[src/sv/atwc_pkg.sv]
package atwc_pkg;

    localparam int COUNTER_WIDTH = 16;
    localparam int CHANNELS      = 4;

    localparam int OP_W       = 2;
    localparam int OFS_W      = 10;
    localparam int DATA_W     = 32;
    localparam int IRQ_W      = 31;
    localparam int PSC_W      = 16;
    localparam int PSC_CNT_W  = 17;
    localparam int REP_W      = 8;
    localparam int CFG_IDX_W  = 1;
    localparam int CFG_DATA_W = 3;
    localparam int SLOT_W     = 3;

    localparam logic [OP_W-1:0] OP_READ  = 2'd0;
    localparam logic [OP_W-1:0] OP_WRITE = 2'd1;
    localparam logic [OP_W-1:0] OP_TICK  = 2'd2;

    localparam logic [CFG_IDX_W-1:0] CFG_CORE_FAMILY = 1'b0;
    localparam logic [CFG_IDX_W-1:0] CFG_TIMER_SLOT  = 1'b1;

    localparam logic [OFS_W-1:0] OFS_CR1   = 10'h000;
    localparam logic [OFS_W-1:0] OFS_CR2   = 10'h004;
    localparam logic [OFS_W-1:0] OFS_SMCR  = 10'h008;
    localparam logic [OFS_W-1:0] OFS_DIER  = 10'h00C;
    localparam logic [OFS_W-1:0] OFS_SR    = 10'h010;
    localparam logic [OFS_W-1:0] OFS_EGR   = 10'h014;
    localparam logic [OFS_W-1:0] OFS_CCMR0 = 10'h018;
    localparam logic [OFS_W-1:0] OFS_CCMR1 = 10'h01C;
    localparam logic [OFS_W-1:0] OFS_CCER  = 10'h020;
    localparam logic [OFS_W-1:0] OFS_CNT   = 10'h024;
    localparam logic [OFS_W-1:0] OFS_PSC   = 10'h028;
    localparam logic [OFS_W-1:0] OFS_ARR   = 10'h02C;
    localparam logic [OFS_W-1:0] OFS_RCR   = 10'h030;
    localparam logic [OFS_W-1:0] OFS_CCR0  = 10'h034;
    localparam logic [OFS_W-1:0] OFS_BDTR  = 10'h044;
    localparam int               CCR_STRIDE = 4;

    // Status flag positions
    localparam int FLAG_UPDATE = 0;
    localparam int FLAG_COM    = 5;

    localparam logic [DATA_W-1:0] CHAN_FLAG_MASK =
        DATA_W'(((64'd1 << CHANNELS) - 64'd1) << 1);
    localparam logic [DATA_W-1:0] TRG_BRK_MASK  = 32'h0000_00C0;
    localparam logic [DATA_W-1:0] CC_GROUP_MASK = 32'h0000_001E;
    localparam logic [DATA_W-1:0] UP_GROUP_MASK = 32'h0000_00E1;

    // Interrupt controller line numbers
    localparam int IRQ_HI_UPDATE = 25;
    localparam int IRQ_HI_CC     = 27;
    localparam int IRQ_HI_SLOT1  = 29;
    localparam int IRQ_HI_SLOT3  = 28;
    localparam int IRQ_HI_SLOT4  = 30;
    localparam int IRQ_LO_UPDATE = 13;
    localparam int IRQ_LO_CC     = 14;
    localparam int IRQ_LO_SLOT1  = 16;
    localparam int IRQ_LO_SLOT5  = 19;
    localparam int IRQ_LO_SLOT2  = 20;

    typedef logic [COUNTER_WIDTH-1:0] cnt_t;

    typedef struct packed {
        logic [OP_W-1:0]   operation;
        logic [OFS_W-1:0]  reg_offset;
        logic [DATA_W-1:0] write_data;
    } item_t;

    typedef struct packed {
        logic [DATA_W-1:0] read_data;
        logic [IRQ_W-1:0]  irq_raise;
    } result_t;

    function automatic logic [IRQ_W-1:0] irq_map(
        input logic              family,
        input logic [SLOT_W-1:0] slot,
        input logic [DATA_W-1:0] pend
    );
        logic [IRQ_W-1:0] lines;
        lines = '0;
        if (pend != '0)
        begin
            if (family)
            begin
                case (slot)
                    3'd0:
                    begin
                        lines[IRQ_HI_UPDATE] = pend[FLAG_UPDATE];
                        lines[IRQ_HI_CC]     = |(pend & CC_GROUP_MASK);
                    end
                    3'd1:    lines[IRQ_HI_SLOT1] = 1'b1;
                    3'd3:    lines[IRQ_HI_SLOT3] = 1'b1;
                    3'd4:    lines[IRQ_HI_SLOT4] = 1'b1;
                    default: lines = '0;
                endcase
            end
            else
            begin
                case (slot)
                    3'd0:
                    begin
                        lines[IRQ_LO_UPDATE] = |(pend & UP_GROUP_MASK);
                        lines[IRQ_LO_CC]     = |(pend & CC_GROUP_MASK);
                    end
                    3'd1:    lines[IRQ_LO_SLOT1] = 1'b1;
                    3'd5:    lines[IRQ_LO_SLOT5] = 1'b1;
                    3'd2:    lines[IRQ_LO_SLOT2] = 1'b1;
                    default: lines = '0;
                endcase
            end
        end
        return lines;
    endfunction

endpackage

[src/sv/atwc_if.sv]
interface atwc_in_if;
    logic                          valid;
    logic                          ready;
    logic [atwc_pkg::OP_W-1:0]     operation;
    logic [atwc_pkg::OFS_W-1:0]    reg_offset;
    logic [atwc_pkg::DATA_W-1:0]   write_data;

    modport source (output valid, output operation, output reg_offset,
                    output write_data, input ready);
    modport sink   (input valid, input operation, input reg_offset,
                    input write_data, output ready);
endinterface

interface atwc_out_if;
    logic                          valid;
    logic                          ready;
    logic [atwc_pkg::DATA_W-1:0]   read_data;
    logic [atwc_pkg::IRQ_W-1:0]    irq_raise;

    modport source (output valid, output read_data, output irq_raise,
                    input ready);
    modport sink   (input valid, input read_data, input irq_raise,
                    output ready);
endinterface

[src/sv/advanced_timer_with_compare_top.sv]
// Advanced-control timer with four compare channels.
// in_ch carries one item per transfer: a register read, a register write
// or one input clock tick (operation, reg_offset, write_data).
// out_ch returns exactly one result per item, in order: read_data holds the
// register on a read (zero otherwise or when unmapped), irq_raise the
// interrupt controller lines raised by a tick.
// cfg_we/cfg_index/cfg_data set core_family (index 0) and timer_slot
// (index 1); write them only while no item is in flight.
// Pipeline: the input register captures an item at its transfer and the
// timer step writes the state and the result register once the output
// can advance, so each result passes the input register, then the result
// register. Throughput: one item per cycle while out_ch is not stalled; the
// whole timer step is one pass of logic between those two registers.
// Reset: all timer registers clear to zero, core_family returns to 1,
// timer_slot to 0, and both pipeline registers empty.
// Output stall: the result register holds; one more item is taken into
// the input register, after which in_ch.ready drops until out_ch moves.
module advanced_timer_with_compare_top
(
    input  logic                              clk,
    input  logic                              rst_n,
    atwc_in_if.sink                           in_ch,
    atwc_out_if.source                        out_ch,
    input  logic                              cfg_we,
    input  logic [atwc_pkg::CFG_IDX_W-1:0]    cfg_index,
    input  logic [atwc_pkg::CFG_DATA_W-1:0]   cfg_data
);

    logic              in_valid_reg;
    logic              out_valid_reg;
    atwc_pkg::item_t   item_reg;
    atwc_pkg::result_t result_reg;
    atwc_pkg::result_t result_next;
    logic              advance;
    logic              step_en;

    assign advance      = !out_valid_reg || out_ch.ready;
    assign step_en      = in_valid_reg && advance;
    assign in_ch.ready  = !in_valid_reg || advance;

    atwc_core u_core
    (
        .clk       (clk),
        .rst_n     (rst_n),
        .step_en   (step_en),
        .item      (item_reg),
        .cfg_we    (cfg_we),
        .cfg_index (cfg_index),
        .cfg_data  (cfg_data),
        .result    (result_next)
    );

    always_ff @(posedge clk or negedge rst_n)
    begin
        if (!rst_n)
        begin
            in_valid_reg  <= 1'b0;
            out_valid_reg <= 1'b0;
        end
        else
        begin
            if (in_ch.ready)
                in_valid_reg <= in_ch.valid;
            if (advance)
                out_valid_reg <= in_valid_reg;
        end
    end

    always_ff @(posedge clk)
    begin
        if (in_ch.valid && in_ch.ready)
        begin
            item_reg.operation  <= in_ch.operation;
            item_reg.reg_offset <= in_ch.reg_offset;
            item_reg.write_data <= in_ch.write_data;
        end
        if (step_en)
            result_reg <= result_next;
    end

    assign out_ch.valid     = out_valid_reg;
    assign out_ch.read_data = result_reg.read_data;
    assign out_ch.irq_raise = result_reg.irq_raise;

endmodule

[src/sv/atwc_core.sv]
module atwc_core
(
    input  logic                              clk,
    input  logic                              rst_n,
    input  logic                              step_en,
    input  atwc_pkg::item_t                   item,
    input  logic                              cfg_we,
    input  logic [atwc_pkg::CFG_IDX_W-1:0]    cfg_index,
    input  logic [atwc_pkg::CFG_DATA_W-1:0]   cfg_data,
    output atwc_pkg::result_t                 result
);

    localparam int W  = atwc_pkg::COUNTER_WIDTH;
    localparam int DW = atwc_pkg::DATA_W;

    logic                              family_reg;
    logic [atwc_pkg::SLOT_W-1:0]       slot_reg;

    logic [DW-1:0] cr1_reg,  cr1_next;
    logic [DW-1:0] cr2_reg,  cr2_next;
    logic [DW-1:0] smcr_reg, smcr_next;
    logic [DW-1:0] dier_reg, dier_next;
    logic [DW-1:0] sr_reg,   sr_next;
    logic [DW-1:0] ccmr_reg     [2];
    logic [DW-1:0] ccmr_next    [2];
    logic [DW-1:0] ccmr_act_reg [2];
    logic [DW-1:0] ccmr_act_next[2];
    logic [DW-1:0] ccer_reg,     ccer_next;
    logic [DW-1:0] ccer_act_reg, ccer_act_next;
    atwc_pkg::cnt_t cnt_reg, cnt_next;
    logic [atwc_pkg::PSC_W-1:0]     psc_reg, psc_next;
    logic [atwc_pkg::PSC_CNT_W-1:0] psc_cnt_reg, psc_cnt_next;
    atwc_pkg::cnt_t arr_reg, arr_next;
    logic [DW-1:0] rcr_reg, rcr_next;
    logic [atwc_pkg::REP_W-1:0] rep_cnt_reg, rep_cnt_next;
    logic dir_reg, dir_next;
    atwc_pkg::cnt_t ccr_reg [atwc_pkg::CHANNELS];
    atwc_pkg::cnt_t ccr_next[atwc_pkg::CHANNELS];
    logic [DW-1:0] bdtr_reg, bdtr_next;

    logic [DW-1:0]  rd;
    logic [atwc_pkg::IRQ_W-1:0] irq;
    logic [DW-1:0]  flags;
    logic [W:0]     cnt_inc;
    atwc_pkg::cnt_t cnt_dec;
    logic [1:0]     mode;
    logic           was_up;
    logic           wrap;
    logic           do_match;
    logic           upd_evt;
    logic           preload;
    logic [atwc_pkg::OFS_W-1:0] ofs;
    logic [DW-1:0]  wd;

    assign ofs     = item.reg_offset;
    assign wd      = item.write_data;
    assign preload = cr2_reg[0];
    assign mode    = cr1_reg[6:5];
    assign cnt_inc = {1'b0, cnt_reg} + (W+1)'(1);
    assign cnt_dec = (cnt_reg != '0) ? cnt_reg - W'(1) : cnt_reg;

    always_comb
    begin
        cr1_next         = cr1_reg;
        cr2_next         = cr2_reg;
        smcr_next        = smcr_reg;
        dier_next        = dier_reg;
        sr_next          = sr_reg;
        ccmr_next        = ccmr_reg;
        ccmr_act_next    = ccmr_act_reg;
        ccer_next        = ccer_reg;
        ccer_act_next    = ccer_act_reg;
        cnt_next         = cnt_reg;
        psc_next         = psc_reg;
        psc_cnt_next     = psc_cnt_reg;
        arr_next         = arr_reg;
        rcr_next         = rcr_reg;
        rep_cnt_next     = rep_cnt_reg;
        dir_next         = dir_reg;
        ccr_next         = ccr_reg;
        bdtr_next        = bdtr_reg;
        rd               = '0;
        irq              = '0;
        flags            = sr_reg;
        was_up           = !dir_reg;
        wrap             = 1'b0;
        do_match         = 1'b0;
        upd_evt          = 1'b0;

        if (step_en)
        begin
            case (item.operation)
                atwc_pkg::OP_READ:
                begin
                    case (ofs)
                        atwc_pkg::OFS_CR1:   rd = cr1_reg;
                        atwc_pkg::OFS_CR2:   rd = cr2_reg;
                        atwc_pkg::OFS_SMCR:  rd = smcr_reg;
                        atwc_pkg::OFS_DIER:  rd = dier_reg;
                        atwc_pkg::OFS_SR:    rd = sr_reg;
                        atwc_pkg::OFS_CCMR0: rd = ccmr_reg[0];
                        atwc_pkg::OFS_CCMR1: rd = ccmr_reg[1];
                        atwc_pkg::OFS_CCER:  rd = ccer_reg;
                        atwc_pkg::OFS_CNT:   rd = DW'(cnt_reg);
                        atwc_pkg::OFS_PSC:   rd = DW'(psc_reg);
                        atwc_pkg::OFS_ARR:   rd = DW'(arr_reg);
                        atwc_pkg::OFS_RCR:   rd = rcr_reg;
                        atwc_pkg::OFS_BDTR:  rd = bdtr_reg;
                        default:
                        begin
                            for (int ch = 0; ch < atwc_pkg::CHANNELS; ch++)
                            begin
                                if (ofs == atwc_pkg::OFS_CCR0
                                        + atwc_pkg::OFS_W'(ch * atwc_pkg::CCR_STRIDE))
                                    rd = DW'(ccr_reg[ch]);
                            end
                        end
                    endcase
                end

                atwc_pkg::OP_WRITE:
                begin
                    case (ofs)
                        atwc_pkg::OFS_CR1:   cr1_next  = wd;
                        atwc_pkg::OFS_CR2:   cr2_next  = wd;
                        atwc_pkg::OFS_SMCR:  smcr_next = wd;
                        atwc_pkg::OFS_DIER:  dier_next = wd;
                        atwc_pkg::OFS_SR:    sr_next   = sr_reg & wd;
                        atwc_pkg::OFS_EGR:
                        begin
                            if (wd[0])
                            begin
                                cnt_next     = '0;
                                psc_cnt_next = '0;
                                dir_next     = 1'b0;
                                rep_cnt_next = rcr_reg[atwc_pkg::REP_W-1:0];
                                flags[atwc_pkg::FLAG_UPDATE] = 1'b1;
                            end
                            if (wd[atwc_pkg::FLAG_COM])
                            begin
                                ccmr_act_next = ccmr_reg;
                                ccer_act_next = ccer_reg;
                                flags[atwc_pkg::FLAG_COM] = 1'b1;
                            end
                            flags   = flags | (wd & atwc_pkg::CHAN_FLAG_MASK)
                                            | (wd & atwc_pkg::TRG_BRK_MASK);
                            sr_next = flags;
                        end
                        atwc_pkg::OFS_CCMR0:
                        begin
                            ccmr_next[0] = wd;
                            if (!preload)
                                ccmr_act_next[0] = wd;
                        end
                        atwc_pkg::OFS_CCMR1:
                        begin
                            ccmr_next[1] = wd;
                            if (!preload)
                                ccmr_act_next[1] = wd;
                        end
                        atwc_pkg::OFS_CCER:
                        begin
                            ccer_next = wd;
                            if (!preload)
                                ccer_act_next = wd;
                        end
                        atwc_pkg::OFS_CNT:   cnt_next  = wd[W-1:0];
                        atwc_pkg::OFS_PSC:   psc_next  = wd[atwc_pkg::PSC_W-1:0];
                        atwc_pkg::OFS_ARR:   arr_next  = wd[W-1:0];
                        atwc_pkg::OFS_RCR:   rcr_next  = wd;
                        atwc_pkg::OFS_BDTR:  bdtr_next = wd;
                        default:
                        begin
                            for (int ch = 0; ch < atwc_pkg::CHANNELS; ch++)
                            begin
                                if (ofs == atwc_pkg::OFS_CCR0
                                        + atwc_pkg::OFS_W'(ch * atwc_pkg::CCR_STRIDE))
                                    ccr_next[ch] = wd[W-1:0];
                            end
                        end
                    endcase
                end

                atwc_pkg::OP_TICK:
                begin
                    if (cr1_reg[0])
                    begin
                        if (psc_cnt_reg < {1'b0, psc_reg})
                            psc_cnt_next = psc_cnt_reg + atwc_pkg::PSC_CNT_W'(1);
                        else
                        begin
                            psc_cnt_next = '0;
                            // A zero reload value stalls the counter and raises nothing
                            if (arr_reg != '0)
                            begin
                                if (mode != 2'd0)
                                begin
                                    if (was_up)
                                    begin
                                        if (cnt_inc >= {1'b0, arr_reg})
                                        begin
                                            cnt_next = arr_reg;
                                            dir_next = 1'b1;
                                            wrap     = 1'b1;
                                        end
                                        else
                                            cnt_next = cnt_inc[W-1:0];
                                    end
                                    else
                                    begin
                                        cnt_next = cnt_dec;
                                        if (cnt_dec == '0)
                                        begin
                                            dir_next = 1'b0;
                                            wrap     = 1'b1;
                                        end
                                    end
                                    do_match = (mode == 2'd3)
                                            || (mode == 2'd1 && !was_up)
                                            || (mode == 2'd2 && was_up);
                                end
                                else
                                begin
                                    if (cnt_inc > {1'b0, arr_reg})
                                    begin
                                        cnt_next = '0;
                                        wrap     = 1'b1;
                                    end
                                    else
                                        cnt_next = cnt_inc[W-1:0];
                                    do_match = 1'b1;
                                end

                                if (do_match)
                                begin
                                    for (int ch = 0; ch < atwc_pkg::CHANNELS; ch++)
                                    begin
                                        if (cnt_next == ccr_reg[ch])
                                            flags[ch+1] = 1'b1;
                                    end
                                end

                                // Repetition counter gates the update event
                                if (wrap)
                                begin
                                    if (rep_cnt_reg == '0)
                                    begin
                                        rep_cnt_next = rcr_reg[atwc_pkg::REP_W-1:0];
                                        upd_evt      = 1'b1;
                                    end
                                    else
                                        rep_cnt_next = rep_cnt_reg - atwc_pkg::REP_W'(1);
                                end

                                if (upd_evt)
                                begin
                                    flags[atwc_pkg::FLAG_UPDATE] = 1'b1;
                                    if (cr2_reg[0] && cr2_reg[2])
                                    begin
                                        ccmr_act_next = ccmr_reg;
                                        ccer_act_next = ccer_reg;
                                        flags[atwc_pkg::FLAG_COM] = 1'b1;
                                    end
                                end

                                sr_next = flags;
                                irq     = atwc_pkg::irq_map(family_reg, slot_reg,
                                                            flags & dier_reg);
                            end
                        end
                    end
                end

                default:
                begin
                    rd  = '0;
                    irq = '0;
                end
            endcase
        end
    end

    assign result.read_data = rd;
    assign result.irq_raise = irq;

    always_ff @(posedge clk or negedge rst_n)
    begin
        if (!rst_n)
        begin
            family_reg <= 1'b1;
            slot_reg   <= '0;
        end
        else if (cfg_we)
        begin
            case (cfg_index)
                atwc_pkg::CFG_CORE_FAMILY: family_reg <= cfg_data[0];
                atwc_pkg::CFG_TIMER_SLOT:  slot_reg   <= cfg_data[atwc_pkg::SLOT_W-1:0];
                default:                   slot_reg   <= slot_reg;
            endcase
        end
    end

    always_ff @(posedge clk or negedge rst_n)
    begin
        if (!rst_n)
        begin
            cr1_reg      <= '0;
            cr2_reg      <= '0;
            smcr_reg     <= '0;
            dier_reg     <= '0;
            sr_reg       <= '0;
            ccmr_reg     <= '{default: '0};
            ccmr_act_reg <= '{default: '0};
            ccer_reg     <= '0;
            ccer_act_reg <= '0;
            cnt_reg      <= '0;
            psc_reg      <= '0;
            psc_cnt_reg  <= '0;
            arr_reg      <= '0;
            rcr_reg      <= '0;
            rep_cnt_reg  <= '0;
            dir_reg      <= 1'b0;
            ccr_reg      <= '{default: '0};
            bdtr_reg     <= '0;
        end
        else
        begin
            cr1_reg      <= cr1_next;
            cr2_reg      <= cr2_next;
            smcr_reg     <= smcr_next;
            dier_reg     <= dier_next;
            sr_reg       <= sr_next;
            ccmr_reg     <= ccmr_next;
            ccmr_act_reg <= ccmr_act_next;
            ccer_reg     <= ccer_next;
            ccer_act_reg <= ccer_act_next;
            cnt_reg      <= cnt_next;
            psc_reg      <= psc_next;
            psc_cnt_reg  <= psc_cnt_next;
            arr_reg      <= arr_next;
            rcr_reg      <= rcr_next;
            rep_cnt_reg  <= rep_cnt_next;
            dir_reg      <= dir_next;
            ccr_reg      <= ccr_next;
            bdtr_reg     <= bdtr_next;
        end
    end

endmodule

[src/flat_wrapper.sv]
// flat-port wrapper written by rule: the top's interface ports become plain ports
module advanced_timer_with_compare_top_flat 
  (clk, rst_n, cfg_we, cfg_index, cfg_data, in_ch_valid, in_ch_operation, in_ch_reg_offset, in_ch_write_data, in_ch_ready, out_ch_valid, out_ch_read_data, out_ch_irq_raise, out_ch_ready);
  atwc_in_if in_ch_i ();
  atwc_out_if out_ch_i ();
  input  logic clk;
  input  logic rst_n;
  input  logic cfg_we;
  input  logic [atwc_pkg::CFG_IDX_W-1:0] cfg_index;
  input  logic [atwc_pkg::CFG_DATA_W-1:0] cfg_data;
  input wire logic [$bits(in_ch_i.valid)-1:0] in_ch_valid;
  input wire logic [$bits(in_ch_i.operation)-1:0] in_ch_operation;
  input wire logic [$bits(in_ch_i.reg_offset)-1:0] in_ch_reg_offset;
  input wire logic [$bits(in_ch_i.write_data)-1:0] in_ch_write_data;
  output wire logic [$bits(in_ch_i.ready)-1:0] in_ch_ready;
  output wire logic [$bits(out_ch_i.valid)-1:0] out_ch_valid;
  output wire logic [$bits(out_ch_i.read_data)-1:0] out_ch_read_data;
  output wire logic [$bits(out_ch_i.irq_raise)-1:0] out_ch_irq_raise;
  input wire logic [$bits(out_ch_i.ready)-1:0] out_ch_ready;
  assign in_ch_i.valid = in_ch_valid;
  assign in_ch_i.operation = in_ch_operation;
  assign in_ch_i.reg_offset = in_ch_reg_offset;
  assign in_ch_i.write_data = in_ch_write_data;
  assign in_ch_ready = in_ch_i.ready;
  assign out_ch_valid = out_ch_i.valid;
  assign out_ch_read_data = out_ch_i.read_data;
  assign out_ch_irq_raise = out_ch_i.irq_raise;
  assign out_ch_i.ready = out_ch_ready;
  advanced_timer_with_compare_top u_core (.clk(clk), .rst_n(rst_n), .in_ch(in_ch_i), .out_ch(out_ch_i), .cfg_we(cfg_we), .cfg_index(cfg_index), .cfg_data(cfg_data));
endmodule
[config.mk]
export PLATFORM = sky130hd
export DESIGN_NAME = advanced_timer_with_compare_top_flat
export DESIGN_NICKNAME = d
export VERILOG_FILES = /design/src/sv/atwc_pkg.sv /design/src/sv/atwc_if.sv /design/src/sv/advanced_timer_with_compare_top.sv /design/src/sv/atwc_core.sv /design/src/flat_wrapper.sv
export SDC_FILE = /design/constraint.sdc
export NUM_CORES = 1
export LEC_CHECK = 0
export ABC_CLOCK_PERIOD_IN_PS = 6300
export BUFFER_PORTS_ARGS = -buffer_cell sky130_fd_sc_hd__buf_2
export CAP_MARGIN = 20
export CORE_MARGIN = 3
export CORE_UTILIZATION = 35
export CTS_CLUSTER_DIAMETER = 50
export CTS_CLUSTER_SIZE = 14
export DETAILED_ROUTE_END_ITERATION = 8
export PLACE_DENSITY = 0.61
export SYNTH_ARGS = -nofsm -noshare
export SYNTH_HDL_FRONTEND = slang
export SYNTH_SLANG_ARGS = --single-unit
[constraint.sdc]
create_clock -name clk -period 6.3 [get_ports clk]
set_clock_uncertainty 0.2 [all_clocks]
set_input_delay 0.315 -clock clk [delete_from_list [all_inputs] [get_ports clk]]
set_output_delay 0.315 -clock clk [all_outputs]
set_load 0.1 [all_outputs]
==> impl_results.md <==
* Die W at 283.8 um
* Placed cell count at 3398
* Worst hold path type: primary input to asynchronous set/reset pin
* Non-filler instance count after layout at 3588
* Via count at 20657
* Num CTS Buffers at 71
* LEAKAGE at 0.01463 uW
* RSZ-0062 raised after global routing: no
* Number of remaining DRC errors at 0
* Die Y at 283.8 um
* Synth Cell Area at 27000 um2
* Total power at 9112 uW
* P per Cell Area at 283.0 nW/um2
* Pin count of the biggest net entering global routing at 146
* Clock latency on the worst-skew pair at 640 ps
* Status: completed
* Pins Over Slew Limit at 0
* Routed WL per cell at 26.21 um
* Drt initial violations at 2104
* Final net count at 2592
* IO Pins at 118
* CP peak stage delay at 450 ps
* Global-route wire length before repair at 140500 um
* # fillers at 7046
* Syn Area/Cell at 11.54 um2
* Post-DP HPWL at 65080 um
* Gate Count Post-Synth at 2340
* Cell Rows at 101
* Die Area at 80530 um2
* Peak Freq at 164.5 MHz
* Clock Tree Root: clkbuf_16
* CP Max Fanout at 6
* Final Setup Violations at 0
* Setup TNS at 0 ps
* First-pass detailed-route iteration total at 6
* Area growth from synthesis to layout at 19.25%
* # Max-Cap Violations at 0
* Most frequent cells in the layout: dfrtp_1 (462), mux2_2 (355), nand2_1 (149)
* Design area at 32200 um2
* Setup Buffers After CTS at 0
* Aggregate routed wire length at 94040 um
* Slew HR at 0.2633
* Crit path cell chain: ha_1 > nand4_1 > nor3_2 > nand2_1 > xnor2_2 > ha_1 > and3_1 > a221o_1 > a211oi_2 > nand2_1 > buf_4 > o311ai_1 > buf_4 > a21oi_1 > a211oi_1 > buf_4 > nand4_1 > nor4_1 > buf_4 > a21oi_1 > nand4b_2 > and4b_1
* Number of antenna diodes at 0
* Initial cell density of the core at 0.3544
* EDFF count, synth at 86
* Most common cell after layout, fill and taps aside: dfrtp_1
* Vias per cell at 5.757
* Post-layout util at 0.4226
* Crit-path slowest cell: dfrtp_1
* Buffers on Ports at 96
* Clock-pin slew on the worst setup and hold paths at 60 ps
* Vias in the first global route at 21105
* Initial antenna violation count at 0
* Maximum VDD drop at 0.0002201 V
* ANT nets after route at 0
* Sequential share of the synthesized area at 0.5256
* GR Overflow Total at 0
* Total GRT Usage at 0.2298
* Placer Congestion at 0.9349
* Yosys cell types at 85
* Worst Tran Pin Value at 1104 ps
* Maximum root-to-sink buffer count at 3
* Worst Setup Start Kind: flip-flop
* Layout cell share with drive strength beyond 1 at 0.2897
* Hold Vio Cnt, Final at 0
* Async SR Flop Fraction at 0.8436
* H-tree levels at 3
* Min cycle time layout at 6079 ps
* Core area at 76200 um2
* Dpl cell area at 28960 um2
* Crit path kind: flip-flop to flip-flop
* Clock sinks at 550
* CP required at 6580 ps
* Register bit total from synthesis at 550
* Worst Setup End Kind: flip-flop
* Most used cell, CP: buf_4
* Crit path arrival time at 6360 ps
* Tcrit/Tclk final at 0.9649
* Total of warnings raised by yosys at 0
* Synth Flop Type: dfrtp_1
* CTS tree: built
==> routing by layer <==
layer	GRT usage	vias to the layer above	wire, um
met2	0.3899	737	45770
li1	-	9062	-
met1	0.3016	10675	39690
met5	0	-	0
met3	0.03044	183	4953
met4	0.08144	0	3619
==> metrics by stage <==
stage	setup slack, ps	hold slack [ps]
final	220.9	147.6
after floorplan	846.8	-180.6
after detailed placement	-12.31	276.8
after global placement	157.8	257.6
after global routing	38.45	167.6
after CTS	14.77	146.5
==> final timing paths <==
kind	start	to	slack (ps)	depth (start not counted)
worst max-delay path	u_core.u_core.cnt_reg[0]	u_core.out_ch.irq_raise[19]	220	22
worst min-delay path	rst_n	u_core.u_core.ccer_reg[23]	150	2
worst max register to register	u_core.u_core.cnt_reg[0]	u_core.out_ch.irq_raise[19]	220	22
worst min register to register	u_core.u_core.cr2_reg[23]	u_core.u_core.cr2_reg[23]	310	1
max in group asynchronous	rst_n	u_core.u_core.arr_reg[14]	4370	3
min in group clk	in_ch_write_data[27]	u_core.item_reg[27]	180	2
==> what timing repair did <==
action | 4_1_cts | 5_1_grt
endpoints found under the setup margin | 6 | 9
pin swaps | 0 | 0
gates resized for setup | 1 | 8
endpoints found under the hold margin | 167 | 0
hold buffers | 56 | 0
==> layout make-up <==
cell class,count,area (um2),area share
clock inverters,52,715.7,0.02222
flip-flops and latches,550,14200,0.4408
inverters,56,210.2,0.006528
repair buffers,259,1952,0.06061
well taps,1030,1289,0.04002
clock buffers,80,1874,0.05820
multi-input cells,1561,11970,0.3716
==> critical path: cells and delay by family (launching register included) <==
family / cells / cell delay [ps]
simple gates: 9 / 2110
compound gates: 6 / 1500
buf+inv: 4 / 820
fa+ha+maj: 2 / 550
flops: 1 / 450
xor+xnor: 1 / 310
==> where the power goes <==
group	leakage (uW)	internal, uW	switching (uW)
registers	0.00712	3700	105
clock network	0.00124	2510	1830
logic	0.00627	295	681
==> synth_stat cells (all sizes together) (29+ instances only) <==
cell / n / area, um2
a21oi: 85 / 425.4
a221oi: 53 / 481.7
a22oi: 145 / 1089
a31oi: 29 / 181.4
and3: 31 / 193.9
buf: 48 / 297.8
clkbuf: 145 / 544.3
dfrtp: 463 / 11590
edfxtp: 86 / 2582
ha: 40 / 500.5
inv: 56 / 210.2
mux2: 356 / 4013
nand2: 149 / 559.3
nand4: 29 / 181.4
nor2: 84 / 317.8
nor2b: 29 / 181.4
nor3: 37 / 185.2
o21ai: 126 / 630.6
xnor2: 39 / 349.1
xor2: 36 / 315.3
==> kinds of logic after synthesis <==
group | after synthesis | share of synthesized area
muxes | 364 | 0.1516
other | 1 | 0.0001389
xor gates and xnor gates | 75 | 0.02460
adders and majority gates | 40 | 0.01853
AOI/OAI and AO/OA | 577 | 0.1496
buffers and inverters | 249 | 0.03897
and+or+nand+nor | 484 | 0.09100
DFF | 550 | 0.5256
(Power assumes the default switching activity.)
